## config.mk

```make
export PLATFORM = sky130hd
export DESIGN_NAME = pcrc_frame
export DESIGN_NICKNAME = d
export VERILOG_FILES = /design/src/sv/pcrc_pkg.sv /design/src/sv/pcrc_frame.sv
export SDC_FILE = /design/constraint.sdc
export NUM_CORES = 1
export LEC_CHECK = 0
export ABC_AREA = 1
export BUFFER_PORTS_ARGS = -buffer_cell sky130_fd_sc_hd__buf_2
export CAP_MARGIN = 20
export CORE_MARGIN = 10
export CORE_UTILIZATION = 60
export DETAILED_ROUTE_END_ITERATION = 6
export GPL_TIMING_DRIVEN = 0
export PLACE_DENSITY = 0.81
export SETUP_SLACK_MARGIN = 0.2
export SYNTH_ARGS = -nofsm -noshare
export SYNTH_HDL_FRONTEND = slang
export SYNTH_SLANG_ARGS = --single-unit
export TNS_END_PERCENT = 10
```

## constraint.sdc

```tcl
create_clock -name clk -period 3.2 [get_ports clk]
set_input_delay 0.16 -clock clk [delete_from_list [all_inputs] [get_ports clk]]
set_output_delay 0.16 -clock clk [all_outputs]
set_load 0.005 [all_outputs]
```

## src/sv/pcrc_pkg.sv

```systemverilog
// Shared types and constants for the packet CRC-16 checker.
package pcrc_pkg;

	localparam int unsigned DATA_W   = 8;
	localparam int unsigned POS_W    = 9;
	localparam int unsigned CRC_W    = 16;
	localparam int unsigned APB_AW   = 3;
	localparam int unsigned APB_DW   = 32;
	localparam int unsigned M_DATA_W = 16;

	localparam logic [CRC_W-1:0] CRC_INIT = 16'hFFFF;
	localparam logic [CRC_W-1:0] CRC_POLY = 16'h1021;

	// Register index, taken from the word part of the byte address.
	typedef enum logic [0:0] {
		REG_PAYLOAD_LENGTH = 1'b0
	} reg_idx_t;

	// One verdict for a finished packet.
	typedef struct packed {
		logic [DATA_W-1:0] header_byte;
		logic              crc_ok;
	} result_t;

endpackage

```

## src/sv/pcrc_frame.sv

```systemverilog
// Packet framing and byte-wide CRC-16 update, one byte per cycle while in_acc is high.
module pcrc_frame (
	input  logic                        clk,
	input  logic                        arst_n,
	input  logic                        in_acc,
	input  logic [pcrc_pkg::DATA_W-1:0] data_byte,
	input  logic                        frame_last,
	input  logic [pcrc_pkg::DATA_W-1:0] payload_length,
	output logic                        res_valid,
	output pcrc_pkg::result_t           res
);

	logic [pcrc_pkg::CRC_W-1:0]  crc_q;
	logic [pcrc_pkg::POS_W-1:0]  pos_q;
	logic [pcrc_pkg::DATA_W-1:0] hdr_q;

	logic [pcrc_pkg::POS_W-1:0]  crc_start;
	logic [pcrc_pkg::POS_W-1:0]  last_pos;
	logic [pcrc_pkg::DATA_W-1:0] feed;
	logic [pcrc_pkg::DATA_W-1:0] hdr;
	logic [pcrc_pkg::CRC_W-1:0]  crc_next;
	logic                        close;

	// Eight bit steps of the MSB-first shift register, unrolled.
	always_comb begin
		logic [pcrc_pkg::CRC_W-1:0] c;
		logic                       fb;
		c = crc_q;
		for (int k = pcrc_pkg::DATA_W - 1; k >= 0; k--) begin
			fb = c[pcrc_pkg::CRC_W-1] ^ feed[k];
			c  = {c[pcrc_pkg::CRC_W-2:0], 1'b0};
			if (fb) begin
				c = c ^ pcrc_pkg::CRC_POLY;
			end
		end
		crc_next = c;
	end

	assign crc_start = {1'b0, payload_length} + pcrc_pkg::POS_W'(1);
	assign last_pos  = {1'b0, payload_length} + pcrc_pkg::POS_W'(2);
	// The two trailing CRC bytes enter inverted so a good packet leaves zero.
	assign feed      = (pos_q >= crc_start) ? ~data_byte : data_byte;
	assign close     = (pos_q >= last_pos);
	assign hdr       = (pos_q == '0) ? data_byte : hdr_q;

	assign res_valid       = in_acc && close;
	assign res.crc_ok      = (crc_next == '0);
	assign res.header_byte = hdr;

	always_ff @(posedge clk or negedge arst_n) begin
		if (!arst_n) begin
			crc_q <= pcrc_pkg::CRC_INIT;
			pos_q <= '0;
			hdr_q <= '0;
		end else if (in_acc) begin
			hdr_q <= hdr;
			if (close || frame_last) begin
				crc_q <= pcrc_pkg::CRC_INIT;
				pos_q <= '0;
			end else begin
				crc_q <= crc_next;
				pos_q <= pos_q + pcrc_pkg::POS_W'(1);
			end
		end
	end

`ifndef NO_ASSERTIONS
	a_frame_end_restart: assert property (@(posedge clk) disable iff (!arst_n)
		(in_acc && frame_last) |=> (pos_q == '0))
		else $error("packet position not cleared after frame end");

	a_start_crc_init: assert property (@(posedge clk) disable iff (!arst_n)
		(pos_q == '0) |-> (crc_q == pcrc_pkg::CRC_INIT))
		else $error("CRC not at start value at packet start");
`endif

endmodule

```

==> impl_results.md, run 1 <==
- Status: finished, final reports clean
- Via Count: 2365
- Total wire length: 5.953 mm
- Warnings from Yosys: 0
- Sequential fraction of the synthesis area: 0.3097
- Synthesized instance count: 364
- Simple-gate share of the synthesized area: 0.2849
- Initial antenna violation count: 0
- ANT nets after route: 0
- Hold-critical path depth: 3
- Hold_sp: in_acc
- Slew Limit Fails: 0
- Area share of fa/ha/maj cells after synthesis: 0.1008
- Clock sink total: 33
- GP Congestion: 0.8484
- CP Class: in -> out
- Clock latency on the worst-skew pair: 0.29 ns
- Static leakage: 1.579 nW
- Worst vdd ir: 0.0004939 V
- Layout cell share with drive strength beyond 1: 0.2319
- Pwr/cell area: 685.2 nW/um^2
- Crit path max fanout: 5
- Total die area: 7651 sq um
- H-tree Lvls: 2
- # port buffers: 28
- Worst EP arrival: 2.63 ns
- Critical path's slowest cell: ha_1
- Buf/Inv on CP: 5
- Crit share post-route: 0.8727
- Syn avg cell area: 7.504 sq um
- Vias/cell: 5.221
- Die height: 87.47 um
- Area growth syn-to-layout: 12.51%
- Unrepaired setup endpoints after global routing: no
- Number of global-route vias before repair: 2294
- FF-to-FF End: crc_q[12]
- Fmax: 358.1 MHz
- Layout Nets: 442
- FP Rows: 24
- Synthesized Nets: 406
- Register-to-Register Path Depth: 12
- Clock tree root buffer cell: clkbuf_8
- Cell area after synthesis: 2731 sq um
- Fillers: 373
- Crit path capture type: output pin
- Largest net degree at the start of global routing: 34
- Largest family of logic cells by synthesized area: simple AND/OR/NAND/NOR gates
- # DRC: 0
- Iteration-0 DRC count of the detailed router: 160
- DP Wirelength: 4.744 mm
- Global route overflow: 0
- I/O Pins: 30
- Initial core utilization: 0.6230
- CTS Buf Count: 5
- Worst path depth: 19
- Die Wd: 87.47 um
- Crit path launch type: input port
- Critical path cell sequence: buf_2 -> ha_1 -> nand3_2 -> nor2_2 -> nand2_1 -> xor2_1 -> ha_1 -> nand2_2 -> inv_2 -> a21oi_4 -> nand4_4 -> inv_2 -> nand2_1 -> nand2_2 -> inv_1 -> nor2_1 -> nand3b_1 -> nor2_1 -> buf_2
- Final Skew: 0.01132 ns
- Setup TNS: 0 ns
- Max cap viols: 0
- Gr usage total: 0.1655
- Data required, critical path: 3.04 ns
- Hold Crit Endpoint: crc_q[0]
- Final Hold Viols: 0
- Worst-Margin Slew: 0.7068 ns
- Hold Path Class: in -> reg
- Top cell family by delay on the critical path: simple AND/OR/NAND/NOR gates
- Ant diodes: 0
- CTS tree: done
- Period minus WS final: 2.793 ns
- Worst r2r src: pos_q[4]
- Post-DP Area: 2937 sq um
- First-pass GRT wire length: 10.34 mm
- Worst reg-to-reg setup slack: 1.06 ns
- Post-Synth XOR/XNOR Area: 0.09437
- Slew HR: 0.5288
- Max clock buf depth: 2
- Post-synthesis mux area share: 0
- Synth Area in Compound Gates: 0.1118
- Final Cell Area: 3073 sq um
- Wire per inst: 13.14 um
- Drt first pass iters: 4
- Worst path max stage delay: 0.31 ns
- Clock Pin Slew Worst Setup and Hold Paths: 0.08 ns
- Final setup viols: 0
- Seq cells post-synth: 33
- Core footprint: 4384 sq um
- Unique masters post-synth: 41
worst max-delay path by stage:
stage	from	to	slack, ns
4_1_cts	payload_length[1]	res[0]	0.31
5_1_grt	payload_length[2]	res[0]	0.21
6_report	payload_length[1]	res[0]	0.41
3_5_place_dp	payload_length[1]	res[0]	0.32
2_1_floorplan	payload_length[1]	res[0]	0.91
3_3_place_gp	payload_length[1]	res[0]	0.40
sequential cells by signal (all words and copies together), names as in the netlist:
name   count
crc_q     16
hdr_q      8
pos_q      9
layer usage:
layer | global-route usage | up-vias | wire [um]
met1 | 0.2230 | 1074 | 2756
li1 | - | 1228 | -
met4 | 0.05217 | 0 | 92
met5 | 0 | - | 0
met2 | 0.2586 | 53 | 2751
met3 | 0.03184 | 10 | 352
worst register-to-register path, cell delays in order (launching register included):
cell and delay [ns]:
dfrtp_1 0.47, ha_1 0.37, a21oi_1 0.15, o21ai_0 0.09, nand2_1 0.06, nand4_1 0.12, inv_1 0.08, nand2_1 0.08
nor2_1 0.16, buf_2 0.26, nand3_1 0.11, nand2_1 0.07, inv_1 0.04
kinds of logic (layout without fill, tap and decap cells):
kind of cell	Yosys count	in the layout
adders and majority gates	22	22
and+or+nand+nor	166	166
AOI/OAI and AO/OA	48	48
buffers and inverters	69	106
xor gates and xnor gates	26	26
DFF	33	33
per-stage QoR:
step	util	total power, mW	cells	worst slack, ns	hold slack [ns]
after floorplan	-	1.438	364	0.9078	-0.1356
after global placement	0.6698	1.664	444	0.3971	0.2569
after detailed placement	0.6698	1.696	444	0.3195	0.2534
after CTS	0.6986	2.115	453	0.3070	0.2527
after global routing	0.7009	2.299	453	0.2087	0.2893
final	0.7009	2.106	453	0.4074	0.2500
power breakdown:
part | switching, mW | internal, mW | leakage [nW]
clock | 0.152 | 0.254 | 0.0585
combinational | 0.603 | 0.407 | 1.13
sequential | 0.0911 | 0.598 | 0.388
total | 0.847 | 1.26 | 1.58
synth_stat cells:
| cell type | count | area (sq um) |
|---|---|---|
| buf_6 | 1 | 11.26 |
| o21ai_0 | 9 | 45.04 |
| dfrtp_1 | 17 | 425.4 |
| nand2_1 | 80 | 300.3 |
| nor4_1 | 1 | 6.260 |
| and3_1 | 1 | 6.260 |
| a21oi_2 | 8 | 70.07 |
| nand2_2 | 11 | 68.82 |
| nor3_2 | 1 | 10.01 |
| nor3b_1 | 1 | 7.510 |
| nand4_4 | 1 | 21.27 |
| nand4_1 | 3 | 18.77 |
| o22ai_1 | 7 | 43.79 |
| a21oi_1 | 12 | 60.06 |
| nor4_2 | 1 | 12.51 |
| o21ai_1 | 4 | 20.02 |
| nand3_2 | 3 | 30.03 |
| ha_1 | 22 | 275.3 |
| xor2_1 | 14 | 122.6 |
| or2_2 | 1 | 6.260 |
| nand3b_1 | 6 | 45.04 |
| inv_1 | 60 | 225.2 |
| a21o_1 | 1 | 7.510 |
| clkbuf_1 | 2 | 7.510 |
| a21oi_4 | 1 | 16.27 |
| xnor2_2 | 3 | 48.80 |
| buf_1 | 1 | 3.750 |
| or2_1 | 2 | 12.51 |
| nor3_1 | 2 | 10.01 |
| nand3_1 | 13 | 65.06 |
| inv_2 | 3 | 11.26 |
| o21a_1 | 2 | 15.01 |
| xor2_2 | 1 | 16.27 |
| dfstp_2 | 16 | 420.4 |
| nor2_2 | 1 | 6.260 |
| nand4_2 | 1 | 12.51 |
| xnor2_1 | 8 | 70.07 |
| a31oi_1 | 2 | 12.51 |
| buf_2 | 2 | 10.01 |
| a22oi_1 | 2 | 15.01 |
| nor2_1 | 37 | 138.9 |
layout by cell type, fill, tap and decap left out, types with 3 or more instances in the layout:
cell | Yosys | routed
a21oi_1 | 12 | 12
a21oi_2 | 8 | 8
buf_2 | 2 | 30
clkbuf_1 | 2 | 3
clkbuf_8 | 0 | 6
dfrtp_1 | 17 | 17
dfstp_2 | 16 | 16
ha_1 | 22 | 22
inv_1 | 60 | 60
inv_2 | 3 | 3
nand2_1 | 80 | 80
nand2_2 | 11 | 11
nand3_1 | 13 | 12
nand3_2 | 3 | 4
nand3b_1 | 6 | 6
nand4_1 | 3 | 3
nor2_1 | 37 | 35
nor2_2 | 1 | 3
o21ai_0 | 9 | 9
o21ai_1 | 4 | 4
o22ai_1 | 7 | 7
xnor2_1 | 8 | 8
xnor2_2 | 3 | 3
xor2_1 | 14 | 14
area by class of cell:
cell class                 instances  area [sq um]  share of cell area
multi-input combinational        262          1627              0.5293
sequential                        33         845.8              0.2752
inverter                          63         236.5             0.07695
timing repair buffer              29         150.1             0.04886
clock buffer                       7         86.33             0.02809
tap                               52         65.06             0.02117
buffer                             6         32.53             0.01059
clock inverter                     1         30.03            0.009772
what timing repair did:
item                                    CTS  global route
gates resized for setup                   0             3
hold endpoints to repair                 17             0
endpoints found under the setup margin    0             1
hold buffers                              1             0
setup buffers                             0             0
Power figures use the tool's default switching activity.
==> run 2, diff against run 1 <==
MAX_ROUTING_LAYER = met4   (was default)
==> run 2 against run 1 <==
Sequential share of layout area did not move. Die area did not move. Worst setup slack improved by 0.0063 ns. Non-clock buffer count did not move. Critical path depth did not move. Cell area did not move.
==> impl_results.md, run 2 (synthesized netlist as in run 1, its figures left out) <==
- Worst vdd ir: 0.0004937 V (about the same)
- Wire per inst: 13.07 um (-0.52%)
- Max clock buf depth: 2 (unchanged)
- Crit path max fanout: 5 (unchanged)
- Final Cell Area: 3073 sq um (unchanged)
- Post-DP Area: 2937 sq um (unchanged)
- Worst path max stage delay: 0.31 ns (about the same)
- Worst-Margin Slew: 0.7152 ns (+0.008430 ns)
- Slew HR: 0.5232 (-0.005620)
- Final Hold Viols: 0 (unchanged)
- Die Wd: 87.47 um (unchanged)
- Drt first pass iters: 5 (+1)
- Layout cell share with drive strength beyond 1: 0.2319 (unchanged)
- Gr busiest metal: met2
- CTS Buf Count: 5 (unchanged)
- Layout Nets: 442 (unchanged)
- FP Rows: 24 (unchanged)
- Initial core utilization: 0.6230 (unchanged)
- Fmax: 358.9 MHz (+0.23%)
- Top reg by flops: crc_q
- Clock latency on the worst-skew pair: 0.29 ns (about the same)
- # port buffers: 28 (unchanged)
- Crit path launch type: input port
- I/O Pins: 30 (unchanged)
- Clock tree root buffer cell: clkbuf_8
- Met2 Track Usage GR: 0.2593 (+0.0006614)
- GRT met1 Usage: 0.2236 (+0.0005534)
- CTS tree: done
- Met3 GRT Util: 0.02996 (-0.001873)
- Global route overflow: 0 (unchanged)
- Hold Path Class: in -> reg
- DP Wirelength: 4.744 mm (unchanged)
- Status: finished, final reports clean
- Fillers: 373 (unchanged)
- Max cap viols: 0 (unchanged)
- Total wire length: 5.922 mm (-0.52%)
- Gr usage total: 0.1702 (+0.004662)
- Multi-input logic area: 1627 sq um (unchanged)
- GP Congestion: 0.8617 (+1.6%)
- Worst EP arrival: 2.63 ns (about the same)
- Clock sink total: 33 (unchanged)
- Most frequent cells in the layout: nand2_1, inv_1, nor2_1
- Largest net degree at the start of global routing: 34 (unchanged)
- Max reg flops: 16 (unchanged)
- Top flop regs: crc_q x16, pos_q x9, hdr_q x8
- Register area: 845.8 sq um (unchanged)
- Crit path capture type: output pin
- Core footprint: 4384 sq um (unchanged)
- Die height: 87.47 um (unchanged)
- Final Skew: 0.01214 ns (+0.0008144 ns)
- Via Count: 2359 (-0.25%)
- Area growth syn-to-layout: 12.51% (unchanged)
- H-tree Lvls: 2 (unchanged)
- Iteration-0 DRC count of the detailed router: 164 (+2.5%)
- Vias/cell: 5.208 (-0.25%)
- Post-CTS Setup Inserts: 0 (unchanged)
- Total die area: 7651 sq um (unchanged)
- First-pass GRT wire length: 10.34 mm (unchanged)
- ANT nets after route: 0 (unchanged)
- Setup TNS: 0 ns (unchanged)
- Most common cell after layout, fill and taps aside: nand2_1
- Ant diodes: 0 (unchanged)
- Period minus WS final: 2.786 ns (-0.006272 ns)
- Data required, critical path: 3.04 ns (about the same)
- Critical path cell sequence: buf_2 -> ha_1 -> nand3_2 -> nor2_2 -> nand2_1 -> xor2_1 -> ha_1 -> nand2_2 -> inv_2 -> a21oi_4 -> nand4_4 -> inv_2 -> nand2_1 -> nand2_2 -> inv_1 -> nor2_1 -> nand3b_1 -> nor2_1 -> buf_2
- # DRC: 0 (unchanged)
- Critical path's slowest cell: ha_1
- Static leakage: 1.579 nW (unchanged)
- Clock Pin Slew Worst Setup and Hold Paths: 0.08 ns (about the same)
- Unrepaired setup endpoints after global routing: no
- Slew Limit Fails: 0 (unchanged)
- Crit share post-route: 0.8707 (-0.001960)
- Number of global-route vias before repair: 2294 (unchanged)
- CP Class: in -> out
- Pwr/cell area: 685.8 nW/um^2 (about the same)
- Final setup viols: 0 (unchanged)
- Initial antenna violation count: 0 (unchanged)
-- run 2: cell counts in the layout (fill, tap and decap cells not counted) --
Identical to the previous run, type by type.
-- run 2: per-stage QoR --
stage                     worst slack, ns  total power [mW]  hold WS [ns]  cells  utilization
after global placement             0.3971             1.664        0.2569    444       0.6698
final                              0.4136             2.107        0.2552    453       0.7009
after detailed placement           0.3195             1.696        0.2534    444       0.6698
after global routing               0.2092             2.300        0.2893    453       0.7009
after CTS                          0.3070             2.115        0.2527    453       0.6986
after floorplan                    0.9078             1.438       -0.1356    364            -
-- run 2: final timing paths --
path / startpoint / to / slack [ns] / depth (start not counted)
hold reg to reg: crc_q[8] / crc_q[8] / 0.51 / 2
max in group asynchronous: arst_n / hdr_q[2] / 2.28 / 2
setup reg to reg: pos_q[4] / crc_q[12] / 1.07 / 12
hold / removal: in_acc / crc_q[0] / 0.26 / 3
setup / recovery: payload_length[1] / res[0] / 0.41 / 19
min in group asynchronous: arst_n / pos_q[6] / 0.46 / 2
-- run 2: what timing repair did --
action                                  CTS  global route
hold endpoints to repair                 17             0
endpoints found under the setup margin    0             1
hold buffers                              1             0
gates resized for setup                   0             3
-- run 2: final cells by class --
| type | instances | share of cell area |
|---|---|---|
| Inverter | 63 | 0.07695 |
| Buffer | 6 | 0.01059 |
| Clock buffer | 7 | 0.02809 |
| Multi-Input combinational cell | 262 | 0.5293 |
| Clock inverter | 1 | 0.009772 |
| Sequential cell | 33 | 0.2752 |
| Timing Repair Buffer | 29 | 0.04886 |
| Tap cell | 52 | 0.02117 |
-- run 2: power breakdown --
part	switching (mW)	internal, mW
combinational	0.604	0.407
clock	0.154	0.254
sequential	0.0905	0.598
-- run 2: worst max-delay path: cells and delay by family --
family | cells | cell delay, ns
AO/OA/AOI/OAI | 1 | 0.22
AND/OR/NAND/NOR | 10 | 1.12
buffers and inverters | 5 | 0.45
adder cells (fa/ha/maj) | 2 | 0.53
XOR/XNOR | 1 | 0.15
-- run 2: layer usage --
metal	part of all wire	wire, um	vias up
met5	0	0	-
met4	0.016	93	0
met3	0.056	332	10
met1	0.47	2784	1059
met2	0.46	2712	58
li1	-	-	1232
==> run 3, diff against run 2 <==
BUFFER_PORTS_ARGS = default   (was -buffer_cell sky130_fd_sc_hd__buf_2)
CORE_UTILIZATION = 30   (was 60)
DONT_BUFFER_PORTS = 1   (was default)
PLACE_DENSITY = default   (was 0.81)
==> run 3 against run 2 <==
Total power down 7.9%. Utilization down 36 points. Cell area down 2.9%. Critical path depth down 2. Non-clock buffer count down 27. Via count down 2.8%. Sequential power down 0.6%. Critical path type unchanged.
==> impl_results.md, run 3 (synthesized netlist as in run 1, its figures left out) <==
- Status: finished, final reports clean
- Worst-Margin Slew: 0.4796 ns (-0.2356 ns)
- Clock sink total: 33 (unchanged)
- Slew Limit Fails: 0 (unchanged)
- Clock Pin Slew Worst Setup and Hold Paths: 0.07 ns (about the same)
- Crit share post-route: 0.8301 (-0.04062)
- Period minus WS final: 2.656 ns (-0.1300 ns)
- Clock latency on the worst-skew pair: 0.29 ns (about the same)
- Unrepaired setup endpoints after global routing: no
- Ant diodes: 0 (unchanged)
- Worst setup margin: 0.5436 ns (+0.1300 ns)
- Hold Path Class: in -> reg
- Non-filler instance count after layout: 482 (+6.4%)
- Slew HR: 0.6803 (+0.1571)
- Pwr/cell area: 650.6 nW/um^2 (-5.1%)
- GRT met1 Usage: 0.1346 (-0.08895)
- FP Rows: 34 (+42%)
- Hold_sp: data_byte[6]
- Data required, critical path: 3.04 ns (about the same)
- Pre-CTS setup slack: 0.5066 ns (+0.1872 ns)
- H-tree Lvls: 2 (unchanged)
- Final Hold Viols: 0 (unchanged)
- FF-to-FF End: crc_q[12]
- Crit path max fanout: 5 (unchanged)
- Met3 GRT Util: 0.02067 (-0.009291)
- Cell total after placement: 472 (+6.3%)
- Max reg flops: 16 (unchanged)
- Static leakage: 1.461 nW (-7.5%)
- Worst reg-to-reg setup slack: 1.05 ns (-0.02 ns)
- Top flop regs: crc_q x16, pos_q x9, hdr_q x8
- ANT nets after route: 0 (unchanged)
- Core footprint: 8806 sq um (+100%)
- Gr usage total: 0.1062 (-0.06398)
- Finished Core Util: 0.3387 (-0.3622)
- CP Class: in -> out
- Drt first pass iters: 4 (-1)
- Crit path capture type: output pin
- Fmax: 376.5 MHz (+4.9%)
- Register-to-Register Path Depth: 12 (unchanged)
- Final Skew: 0.01063 ns (-0.001504 ns)
- Layout cell share with drive strength beyond 1: 0.1711 (-0.06080)
- Wire per inst: 13.22 um (+1.1%)
- First-pass GRT wire length: 11.26 mm (+8.9%)
- Worst EP arrival: 2.50 ns (-0.13 ns)
- Top reg by flops: crc_q
- Number of global-route vias before repair: 2368 (+3.2%)
- Initial antenna violation count: 0 (unchanged)
- Final setup viols: 0 (unchanged)
- Die Wd: 115.4 um (+32%)
- Hold-critical path depth: 4 (+1)
- Met2 Track Usage GR: 0.1682 (-0.09107)
- Fillers: 929 (+150%)
- GP Congestion: 0.8696 (+0.92%)
- Via Count: 2294 (-2.8%)
- Worst vdd ir: 0.0003853 V (-22%)
- Total die area: 13320 sq um (+74%)
- CTS Buf Count: 5 (unchanged)
- Post_cts resized: 0 (unchanged)
- Layout Nets: 415 (-6.1%)
- Die height: 115.4 um (+32%)
- Worst r2r src: pos_q[4]
- Largest net degree at the start of global routing: 34 (unchanged)
- Clock tree root buffer cell: clkbuf_8
- Setup TNS: 0 ns (unchanged)
- Initial core utilization: 0.3102 (-0.3128)
- Most frequent cells in the layout: nand2_1, inv_1, nor2_1
- Vias/cell: 4.759 (-8.6%)
- Iteration-0 DRC count of the detailed router: 134 (-18%)
- Total wire length: 6.373 mm (+7.6%)
- Crit path launch type: input port
- Hold Crit Endpoint: hdr_q[6]
- DP Wirelength: 5.076 mm (+7.0%)
- Final hold slack: 0.1970 ns (-0.05823 ns)
- I/O Pins: 30 (unchanged)
- Max cap viols: 0 (unchanged)
- # port buffers: 0 (-100%)
- Max clock buf depth: 2 (unchanged)
- Area growth syn-to-layout: 9.207%
- Gr busiest metal: met2
- # DRC: 0 (unchanged)
- CTS tree: done
- Global route overflow: 0 (unchanged)
- Most common cell after layout, fill and taps aside: nand2_1
## run 3: changes by cell type in the layout (fill, tap and decap cells not counted), sizes merged
| cell | previous run | this run |
|---|---|---|
| buf | 32 | 5 |
| bufinv | 1 | 0 |
| clkbuf | 9 | 7 |
| clkinv | 0 | 2 |
| clkinvlp | 0 | 1 |
## run 3: worst max-delay path, stage by stage
cell and delay [ns]:
ha_1 0.17, nand3_1 0.17, nor2_1 0.22, nand2_1 0.09, xor2_1 0.15, ha_1 0.30, nand2_2 0.09, inv_2 0.05
a21oi_4 0.23, nand4_4 0.16, inv_2 0.10, nand2_1 0.07, nand2_2 0.11, inv_1 0.06, nor2_1 0.10, nand3b_1 0.08
nor2_1 0.17
## run 3: how the worst max path moves through the flow
stage | from | cells after the start | to
after floorplan | payload_length[1] | 17 | res[0]
after global placement | payload_length[1] | 17 | res[0]
after detailed placement | payload_length[1] | 17 | res[0]
after CTS | payload_length[1] | 17 | res[0]
after global routing | payload_length[1] | 17 | res[0]
final | payload_length[1] | 17 | res[0]
## run 3: cell type report
| type | count | area (sq um) | area share |
|---|---|---|---|
| buffer | 6 | 32.53 | 0.01091 |
| clock buffer | 5 | 68.82 | 0.02307 |
| clock inverter | 3 | 17.52 | 0.005872 |
| inverter | 63 | 236.5 | 0.07928 |
| multi-input combinational | 262 | 1617 | 0.5419 |
| sequential | 33 | 845.8 | 0.2836 |
| tap | 108 | 135.1 | 0.04530 |
| timing repair buffer | 2 | 30.03 | 0.01007 |
## run 3: repair_timing
| action | CTS | global route |
|---|---|---|
| buffers inserted | 0 | 0 |
| hold buffers | 2 | 0 |
| endpoints found under the hold margin | 33 | 0 |
## run 3: metrics by stage
step | cell area (sq um) | power (mW)
after global placement | 2867 | 1.604
final | 2983 | 1.941
after CTS | 2983 | 1.963
after global routing | 2983 | 2.143
after detailed placement | 2867 | 1.629
after floorplan | 2731 | 1.438
## run 3: report_power, final
part	switching (mW)	internal [mW]	total, mW
Combinational	0.584	0.360	0.945
Clock	0.162	0.150	0.312
Sequential	0.0869	0.597	0.684
Total	0.833	1.11	1.94
## run 3: layer usage
| layer | up-vias | wire length [um] |
|---|---|---|
| li1 | 1172 | - |
| met1 | 1077 | 3057 |
| met2 | 41 | 2961 |
| met3 | 4 | 293 |
| met4 | 0 | 60 |
| met5 | - | 0 |
